`src/rtl/brda_pkg.sv`:
```
// Package for the BCD clock decoder: configuration, time types and the month table.
package brda_pkg;

    localparam logic [2:0] ADDR_DST_ENABLE = 3'd0;
    localparam logic [2:0] ADDR_ZONE_OFFSET = 3'd4;
    localparam int unsigned REG_SEL_BIT = 2;

    localparam logic [7:0] MONTH_MARCH = 8'd3;
    localparam logic [7:0] MONTH_OCTOBER = 8'd10;
    localparam logic [7:0] WEEKDAY_SUNDAY = 8'd7;
    localparam logic [7:0] HOURS_PER_DAY = 8'd24;
    localparam logic [7:0] DAYS_IN_MARCH = 8'd31;
    localparam logic [11:0] YEAR_BASE = 12'd2000;

    typedef struct packed {
        logic       dst_enable;
        logic [4:0] zone_offset_hours;
    } t_cfg;

    typedef struct packed {
        logic [7:0] hour;
        logic [7:0] weekday;
        logic [7:0] day;
        logic [7:0] month;
    } t_time;

    function automatic logic [7:0] bcd_decode(input logic [7:0] b);
        logic [7:0] hi;
        hi = {4'b0000, b[7:4]};
        return {4'b0000, b[3:0]} + (hi << 3) + (hi << 1);
    endfunction

    function automatic logic [7:0] month_length(input logic [7:0] month);
        logic [7:0] len;
        case (month) inside
            8'd2: len = 8'd28;
            8'd4, 8'd6, 8'd9, 8'd11: len = 8'd30;
            default: len = 8'd31;
        endcase
        return len;
    endfunction

endpackage

```
`src/rtl/brda_adjust.sv`:
```
// Summer-time decision and one-hour rollover on a decoded date and time.
module brda_adjust (
    input  brda_pkg::t_cfg  i_cfg,
    input  brda_pkg::t_time i_time,
    output brda_pkg::t_time o_time,
    output logic            o_summer
);

    logic signed [9:0] hour_minus_zone;
    logic signed [9:0] days_left;
    logic              summer;
    logic [7:0]        hour_inc;
    logic [7:0]        day_inc;
    logic              in_season;

    assign hour_minus_zone = $signed({2'b00, i_time.hour})
                           - $signed({{5{i_cfg.zone_offset_hours[4]}}, i_cfg.zone_offset_hours});
    assign days_left = $signed({2'b00, brda_pkg::DAYS_IN_MARCH})
                     - $signed({2'b00, i_time.day})
                     + $signed({2'b00, i_time.weekday});

    always_comb begin
        summer = 1'b0;
        if (i_time.month > brda_pkg::MONTH_MARCH && i_time.month < brda_pkg::MONTH_OCTOBER) begin
            summer = 1'b1;
        end else if (i_time.month == brda_pkg::MONTH_MARCH && i_time.day > 8'd24) begin
            if (i_time.weekday == brda_pkg::WEEKDAY_SUNDAY) begin
                summer = hour_minus_zone > 10'sd0;
            end else begin
                summer = days_left <= 10'sd7;
            end
        end else if (i_time.month == brda_pkg::MONTH_OCTOBER && i_time.day < 8'd25) begin
            summer = 1'b1;
        end else if (i_time.month == brda_pkg::MONTH_OCTOBER) begin
            if (i_time.weekday == brda_pkg::WEEKDAY_SUNDAY) begin
                summer = hour_minus_zone < 10'sd1;
            end else begin
                summer = days_left >= 10'sd7;
            end
        end
        summer = summer & i_cfg.dst_enable;
    end

    assign hour_inc = i_time.hour + {7'd0, summer};
    assign day_inc = i_time.day + 8'd1;
    assign in_season = i_time.month >= brda_pkg::MONTH_MARCH
                    && i_time.month <= brda_pkg::MONTH_OCTOBER;

    always_comb begin
        o_time = i_time;
        o_time.hour = hour_inc;
        if (i_cfg.dst_enable && in_season && hour_inc >= brda_pkg::HOURS_PER_DAY) begin
            o_time.hour = hour_inc - brda_pkg::HOURS_PER_DAY;
            if (day_inc > brda_pkg::month_length(i_time.month)) begin
                o_time.day = 8'd1;
                o_time.month = i_time.month + 8'd1;
            end else begin
                o_time.day = day_inc;
            end
            if (i_time.weekday >= brda_pkg::WEEKDAY_SUNDAY) begin
                o_time.weekday = 8'd1;
            end else begin
                o_time.weekday = i_time.weekday + 8'd1;
            end
        end
    end

    assign o_summer = summer;

endmodule

```
`src/rtl/bcd_rtc_dst_adjust.sv`:
```
// Top level of the BCD clock decoder with summer-time adjustment.
//
// Channel   Direction  Handshake                      Payload
// request   in         start while busy is low        i_sec_bcd .. i_year_bcd
// result    out        o_valid strobe, one cycle      o_second .. o_summer_time
// config    in         psel, penable, pwrite, pready  paddr, pwdata, prdata
//
// A request is decoded into a register, then adjusted into the result register.
// The result strobe follows the taken request through r_v1 and then o_valid.
// busy stays low, so a request is taken every cycle.
// Reset clears both valid stages and sets both configuration registers to zero.
// The receiver cannot stall the results.
module bcd_rtc_dst_adjust (
    input  logic        i_clk,
    input  logic        i_rst_n,
    input  logic        start,
    output logic        busy,
    input  logic [7:0]  i_sec_bcd,
    input  logic [7:0]  i_min_bcd,
    input  logic [7:0]  i_hour_bcd,
    input  logic [7:0]  i_weekday_raw,
    input  logic [7:0]  i_day_bcd,
    input  logic [7:0]  i_month_bcd,
    input  logic [7:0]  i_year_bcd,
    output logic        o_valid,
    output logic [7:0]  o_second,
    output logic [7:0]  o_minute,
    output logic [7:0]  o_hour_out,
    output logic [7:0]  o_weekday_out,
    output logic [7:0]  o_day_out,
    output logic [7:0]  o_month_out,
    output logic [11:0] o_year_out,
    output logic        o_summer_time,
    input  logic        psel,
    input  logic        penable,
    input  logic        pwrite,
    input  logic [2:0]  paddr,
    input  logic [31:0] pwdata,
    output logic [31:0] prdata,
    output logic        pready
);

    brda_pkg::t_cfg  r_cfg;
    logic            r_v1;
    logic [7:0]      r_sec;
    logic [7:0]      r_min;
    logic [11:0]     r_year;
    brda_pkg::t_time r_time;
    brda_pkg::t_time adj_time;
    logic            adj_summer;
    logic            cfg_write;
    logic            accept;

    assign busy = 1'b0;
    assign pready = 1'b1;
    assign accept = start & ~busy;
    assign cfg_write = psel & penable & pwrite & pready;

    always_ff @(posedge i_clk) begin
        if (!i_rst_n) begin
            r_cfg <= '0;
        end else if (cfg_write) begin
            if (paddr[brda_pkg::REG_SEL_BIT] == brda_pkg::ADDR_ZONE_OFFSET[brda_pkg::REG_SEL_BIT]) begin
                r_cfg.zone_offset_hours <= pwdata[4:0];
            end else begin
                r_cfg.dst_enable <= pwdata[0];
            end
        end
    end

    always_comb begin
        if (paddr[brda_pkg::REG_SEL_BIT] == brda_pkg::ADDR_ZONE_OFFSET[brda_pkg::REG_SEL_BIT]) begin
            prdata = {27'd0, r_cfg.zone_offset_hours};
        end else begin
            prdata = {31'd0, r_cfg.dst_enable};
        end
    end

    always_ff @(posedge i_clk) begin
        if (!i_rst_n) begin
            r_v1 <= 1'b0;
            o_valid <= 1'b0;
        end else begin
            r_v1 <= accept;
            o_valid <= r_v1;
        end
    end

    always_ff @(posedge i_clk) begin
        if (accept) begin
            r_sec <= brda_pkg::bcd_decode(i_sec_bcd);
            r_min <= brda_pkg::bcd_decode(i_min_bcd);
            r_year <= brda_pkg::YEAR_BASE + {4'd0, brda_pkg::bcd_decode(i_year_bcd)};
            r_time.hour <= brda_pkg::bcd_decode(i_hour_bcd);
            r_time.weekday <= i_weekday_raw;
            r_time.day <= brda_pkg::bcd_decode(i_day_bcd);
            r_time.month <= brda_pkg::bcd_decode(i_month_bcd);
        end
    end

    brda_adjust u_adjust (
        .i_cfg    (r_cfg),
        .i_time   (r_time),
        .o_time   (adj_time),
        .o_summer (adj_summer)
    );

    always_ff @(posedge i_clk) begin
        if (r_v1) begin
            o_second <= r_sec;
            o_minute <= r_min;
            o_year_out <= r_year;
            o_hour_out <= adj_time.hour;
            o_weekday_out <= adj_time.weekday;
            o_day_out <= adj_time.day;
            o_month_out <= adj_time.month;
            o_summer_time <= adj_summer;
        end
    end

    a_valid_follows_request: assert property (@(posedge i_clk) disable iff (!i_rst_n)
        o_valid |-> $past(r_v1))
        else $error("result strobe without a request two cycles earlier");

    a_summer_needs_enable: assert property (@(posedge i_clk) disable iff (!i_rst_n)
        (o_valid && o_summer_time) |-> $past(r_cfg.dst_enable))
        else $error("summer time flagged while the rule is disabled");

    a_year_floor: assert property (@(posedge i_clk) disable iff (!i_rst_n)
        o_valid |-> (o_year_out >= brda_pkg::YEAR_BASE))
        else $error("decoded year below the base year");

    a_weekday_wrap: assert property (@(posedge i_clk) disable iff (!i_rst_n)
        (o_valid && (o_hour_out + 8'd24 == $past(r_time.hour) + {7'd0, o_summer_time}))
            |-> (o_weekday_out != 8'd0))
        else $error("weekday rolled over to zero");

endmodule

```
`config.mk`:
```
export PLATFORM = sky130hd
export DESIGN_NAME = bcd_rtc_dst_adjust
export DESIGN_NICKNAME = d
export VERILOG_FILES = /design/src/rtl/brda_pkg.sv /design/src/rtl/brda_adjust.sv /design/src/rtl/bcd_rtc_dst_adjust.sv
export SDC_FILE = /design/constraint.sdc
export NUM_CORES = 1
export LEC_CHECK = 0
export ABC_AREA = 0
export CAP_MARGIN = 25
export CORE_MARGIN = 1
export CORE_UTILIZATION = 56
export CTS_BUF_LIST = sky130_fd_sc_hd__clkbuf_4 sky130_fd_sc_hd__clkbuf_8
export DETAILED_ROUTE_END_ITERATION = 8
export DONT_BUFFER_PORTS = 1
export MAX_ROUTING_LAYER = met4
export PLACE_DENSITY_LB_ADDON = 0.2
export SLEW_MARGIN = 25
export SYNTH_ARGS = -nofsm -noshare
export SYNTH_HDL_FRONTEND = slang
export SYNTH_HIERARCHICAL = 1
export SYNTH_SLANG_ARGS = --single-unit
```
`constraint.sdc`:
```
create_clock -name i_clk -period 5.9 [get_ports i_clk]
set_input_delay 0.59 -clock i_clk [delete_from_list [all_inputs] [get_ports i_clk]]
set_output_delay 0.59 -clock i_clk [all_outputs]
set_load 0.01 [all_outputs]
```
## Word-level counts from Yosys, hierarchy flattened

Index checks and enable logic that the tools add are counted.

- $lt $le $gt $ge: 13
- Equality and inequality tests: 8
- Muxes and demuxes: 14
- $add $sub $neg: 21
- $mul: 0
- Bitwise gates (word level): 4
- Shift-type cells: 0
- Divide/modulo/power cells: 0
- Reduce and logical (&&, ||, !) cells: 9

Operator list:

| kind | count |
|---|---|
| adder 4 x 7 -> 8 bit | 6 |
| adder 8 x 5 -> 8 bit | 6 |
| 2-to-1 mux 8 bit | 5 |
| 2-to-1 mux 32 bit | 1 |
| adder 8 x 1 -> 8 bit (second input constant) | 3 |
| equality test 8 x 3 -> 1 bit (second input constant) | 3 |
| equality test 8 x 4 -> 1 bit (second input constant) | 3 |
| equality test 8 x 2 -> 1 bit (second input constant) | 2 |
| adder 11 x 8 -> 12 bit (first input constant) | 1 |
| adder 10 x 9 -> 10 bit | 1 |
| greater-or-equal comparator 10 x 4 -> 1 bit (second input constant) | 1 |
| > comparator 10 x 1 -> 1 bit (second input constant) | 1 |
| less-or-equal comparator 10 x 4 -> 1 bit (second input constant) | 1 |
| < comparator 10 x 2 -> 1 bit (second input constant) | 1 |
| subtractor 9 x 5 -> 10 bit | 1 |
| subtractor 5 x 8 -> 9 bit (first input constant) | 1 |
| adder 8 x 1 -> 8 bit | 1 |
| greater-or-equal comparator 8 x 2 -> 1 bit (second input constant) | 1 |
| greater-or-equal comparator 8 x 3 -> 1 bit (second input constant) | 1 |
| greater-or-equal comparator 8 x 5 -> 1 bit (second input constant) | 1 |
| > comparator 8 x 2 -> 1 bit (second input constant) | 1 |
| > comparator 8 x 5 -> 1 bit (second input constant) | 1 |
| > comparator 8 bit | 1 |
| less-or-equal comparator 8 x 4 -> 1 bit (second input constant) | 1 |
| 10 further kinds | 24 |

- ROM bits: 0
- Bits in latches: 0
- Register bits after elaboration: 129
- Output and inout bits: 96
- Logic and storage cells: 88
- Memories kept: 0
- Input bits: 97
- RAM bits: 0

## Depth between registers and ports, before layout

- Word-level depth: 16
- Mapped depth: 22
- Gate-level depth less buffers: 21

## Modules after synthesis

Netlist, hierarchy kept.

Modules (own cells, without submodules):

| module | area an instance (µm²) | cells each | sequential area each (µm²) | times used |
|---|---|---|---|---|
| bcd_rtc_dst_adjust | 5520.3 | 342 | 3793.6 | 1 |
| brda_adjust | 1898.1 | 278 | 0.0 | 1 |

## Worst setup path after synthesis

No wires, ideal clock.

- Path kind: reg-to-reg
- From: register r_time[13] (netlist name)
- To: register o_month_out[2], data pin
- Library setup time: 0.264 ns
- Period minus slack after synthesis: 4.393 ns
- Data arrival time: 4.129 ns
- Setup slack: 1.507 ns
- Cell stages (with the launch flop): 21
- Path through: edfxtp_1 > inv_1 > ha_1 > xnor2_1 > ha_1 > or3_1 > or2_2 > a31o_2 > a31o_1 > a211o_1 > nand4_1 > ha_1 > ha_1 > nand3_1 > xnor2_1 > nand2_1 > nand4_1 > o2111a_2 > and2_4 > nand2_1 > xnor2_1

RTL lines:

| item | RTL line | text |
|---|---|---|
| start, declared | bcd_rtc_dst_adjust.sv:48 | `brda_pkg::t_time r_time;` |
| end signal, assigned | bcd_rtc_dst_adjust.sv:116 | `o_month_out <= adj_time.month;` |
| end, declared | bcd_rtc_dst_adjust.sv:31 | `output logic [7:0] o_month_out,` |

==> impl_metrics.py <==
metrics = {
    "status": {
        "status": "completed",
    },
    "synthesis": {
        "synth_compound_area_frac": 0.0975,
        "yosys.area.top_type": "edfxtp_1",
        "synth_xor_xnor_area_share": 0.0449,
        "synth.area.top_cells": "edfxtp_1 (49%), ha_1 (12%), fa_1 (3.8%)",
        "synth-async-reset-ratio": 0,
        "ys.warnings.count": 6,
        "synth.most_common_cell": "edfxtp_1",
        "yosysSeqAreaShare": 0.511,
        "muxShareOfSynthArea": 0.00624,
        "synth_common_cells": "edfxtp_1 (121), ha_1 (74), inv_1 (54)",
        "synth_top_area_share": 0.490,
        "avgSynthCellArea_sq_um": 12.0,
        "ys_ff_latch": 129,
        "synthSimpleGateAreaFrac": 0.109,
        "synth.distinct_cells": 72,
        "synthAdderAreaFrac": 0.164,
        "synth_top_family_by_area": "adder cells",
        "synth_ff_type": "edfxtp_1",
        "synth_area_sq_um": 7420,
        "syn_inst": 620,
        "synth-edff-count": 121,
    },
    "power_and_ir_drop": {
        "p_seq_frac": 0.497,
        "p_leak_nw": 3.22,
        "internal_power_mw": 1.77,
        "pwr-share-clk": 0.329,
        "comb_power_share": 0.174,
        "switching_share": 0.274,
        "p_per_area_nw_per_um2": 309,
        "irDropWorstVdd_mv": 0.155,
        "p_sw_mw": 0.665,
    },
    "critical_path": {
        "max_stage_delay_ns": 0.47,
        "cp_max_fo": 14,
        "critPathMostFrequentCell": "ha_1",
        "required_ns": 6.06,
        "endpoint_kind": "flop",
        "r2r-start": "r_time[13]$_DFFE_PP_",
        "r2r_end": "o_day_out[0]$_DFFE_PP_",
        "criticalPathCategory": "reg2reg",
        "crit_slowest_cell": "edfxtp_1",
        "cp.arrival_ns": 5.43,
        "path_cells": "inv_1 -> ha_1 -> xnor2_1 -> ha_1 -> or3_1 -> or2_2 -> a31o_2 -> a31o_1 -> a211o_1 -> nand4_1 -> ha_1 -> ha_1 -> nand3_1 -> xnor2_1 -> nand2_1 -> nand4_1 -> o2111ai_2 -> or2_1 -> nand2_1 -> o21ai_0",
        "worst_r2r_path_depth": 20,
        "r2r_slack_ns": 0.63,
        "startpoint_type": "flop",
    },
    "timing": {
        "timing.final.crit_share": 0.894,
        "rsz0062_at_grt": "no",
        "slew_viol_final": 0,
        "hold_ws_ns": 0.243,
        "fin_crit_ns": 5.27,
        "slew_headroom": 0.458,
        "tightest_slew_ns": 0.813,
        "fin_skew_ns": 0.0141,
        "max_freq_mhz": 190,
        "worst_slack_ns": 0.627,
        "finalHoldViolCount": 0,
        "setup-violations-final": 0,
        "fin_tns_setup_ns": 0,
    },
    "global_routing": {
        "overflow": 0,
        "grt_max_degree": 63,
        "antenna_found_initial": 0,
        "grt_pass1_vias": 4381,
        "grt_pass1_wl_um": 20900,
        "gr-usage-all-layers": 0.215,
    },
    "final_layout": {
        "drive_gt1_frac": 0.0785,
        "fillers": 1008,
        "post-route-util": 0.616,
        "antenna_cells": 0,
        "fin_cells": 809,
        "syn_to_final_growth_pct": 6.14,
        "layout.nets": 810,
    },
    "min_path": {
        "hp-start": "i_weekday_raw[7]",
        "holdPathEnd": "r_time[23]$_DFFE_PP_",
        "hold_depth": 0,
        "min_path_type": "in2reg",
    },
    "clocking": {
        "clock_sinks": 129,
        "cts_inserted_buffers": 17,
        "clockRootBuffer": "clkbuf_8",
        "postCtsSetupBuffers": 0,
        "clockBufferDepth": 2,
        "ctsHoldBuffers": 0,
        "cts_tree": "built",
        "clock_latency_ns": 0.44,
        "cts-htree-levels": 4,
        "postCtsResizedCells": 0,
        "clk_pin_slew_worst_paths_ns": 0.08,
    },
    "drt": {
        "drtIter0Drc": 283,
        "vias": 4455,
        "first_pass_iters": 4,
        "drc": 0,
        "drt-total-wl_um": 13300,
        "vias_per_cell": 5.51,
        "wl_per_cell_um": 16.5,
        "drtAntennaViolNets": 0,
    },
    "placed_design": {
        "gp_congestion": 0.844,
        "io_buffers": 0,
        "dp_cells": 778,
        "dpl.hpwl_um": 9970,
        "post-place-ws_ns": 0.651,
    },
    "floorplan": {
        "start_util": 0.581,
        "coreArea_sq_um": 12800,
        "fp.dieH_um": 117,
        "die_width_um": 117,
        "num_rows": 41,
        "dieArea_sq_um": 13700,
        "io_pins": 193,
    },
    "flow_run": {
        "cap_violations": 0,
    },
}
==> layer usage <==
layer,routed length (um),part of all wire,global-route usage
met1,5390,0.40,0.230
met2,6920,0.52,0.357
met3,956,0.072,0.0824
met4,78,0.0058,0.0911
met5,0,0,-
==> how the worst max path moves through the flow <==
stage	startpoint	endpoint	slack (ns)	depth (start not counted)
global placement	r_time[13]$_DFFE_PP_	o_day_out[4]$_DFFE_PP_	0.74	19
CTS	r_time[13]$_DFFE_PP_	o_day_out[0]$_DFFE_PP_	0.64	20
global route	r_time[13]$_DFFE_PP_	o_day_out[0]$_DFFE_PP_	0.23	20
detailed placement	r_time[13]$_DFFE_PP_	o_day_out[0]$_DFFE_PP_	0.65	20
floorplan	r_time[13]$_DFFE_PP_	o_month_out[2]$_DFFE_PP_	1.51	20
finish	r_time[13]$_DFFE_PP_	o_day_out[0]$_DFFE_PP_	0.63	20
==> logic make-up after synthesis <==
| group | after synthesis |
|---|---|
| simple gates | 156 |
| flops | 129 |
| compound gates | 106 |
| buf+inv | 96 |
| fa+ha+maj | 89 |
| xor+xnor | 38 |
| mux | 4 |
| other cells | 2 |
==> layout make-up <==
class | count | area (sq um) | area share
clock buffer | 17 | 234 | 0.0297
clock inverter | 14 | 185 | 0.0235
inverter | 54 | 203 | 0.0257
multi-input combinational | 422 | 3230 | 0.411
sequential | 129 | 3790 | 0.482
tap | 172 | 215 | 0.0273
timing repair buffer | 1 | 7.51 | 0.000953
==> per-stage QoR <==
step / instance area [sq um] / total power, mW
finish: 7870 / 2.43
floorplan: 7520 / 1.56
global route: 7870 / 2.56
global placement: 7450 / 1.63
detailed placement: 7450 / 1.65
CTS: 7870 / 2.46
==> registers in the layout (all words and copies together), names as in the netlist <==
name	count
r_time	32
o_year_out	12
r_year	12
o_day_out	8
o_hour_out	8
o_minute	8
o_month_out	8
o_second	8
o_weekday_out	8
r_min	8
r_sec	8
r_cfg	6
o_summer_time	1
o_valid	1
r_v1	1
==> layout by cell type, fill, tap and decap left out, drive strengths merged, types with 3 or more instances in the layout <==
cell / synthesis / final
o22ai: 3 / 3
and2: 15 / 15
nand2b: 3 / 3
nand2: 34 / 34
nor2: 35 / 35
inv: 54 / 58
dfxtp: 8 / 8
nand4: 5 / 5
or2: 3 / 3
a21oi: 28 / 28
xor2: 19 / 19
o21bai: 3 / 3
nor3: 8 / 8
a41o: 3 / 3
or3: 4 / 4
and3: 10 / 10
nor2b: 6 / 6
o21a: 4 / 4
nand3: 25 / 25
a21boi: 5 / 5
o211ai: 3 / 3
xnor2: 19 / 19
edfxtp: 121 / 121
fa: 14 / 14
clkinv: 0 / 5
a31oi: 3 / 3
ha: 74 / 74
clkbuf: 9 / 17
a21o: 8 / 8
nor4: 5 / 5
bufinv: 0 / 4
conb: 2 / 29
o31ai: 3 / 3
o21ai: 25 / 25
==> worst max-delay path, delay by kind of cell, from the launching register on <==
family / cells / cell delay, ns
flops: 1 / 0.47
xor+xnor: 2 / 0.40
simple gates: 8 / 1.67
buf+inv: 1 / 0.12
fa+ha+maj: 4 / 1.10
compound gates: 5 / 1.23
==> power by group through the flow <==
stage               logic (mW)  registers, mW  clock network, mW
floorplan                0.358           1.21                  0
global placement         0.406           1.23                  0
detailed placement       0.419           1.23                  0
CTS                      0.422           1.21              0.824
global route             0.478           1.22              0.861
finish                   0.422           1.21              0.800
(Power assumes the default switching activity.)
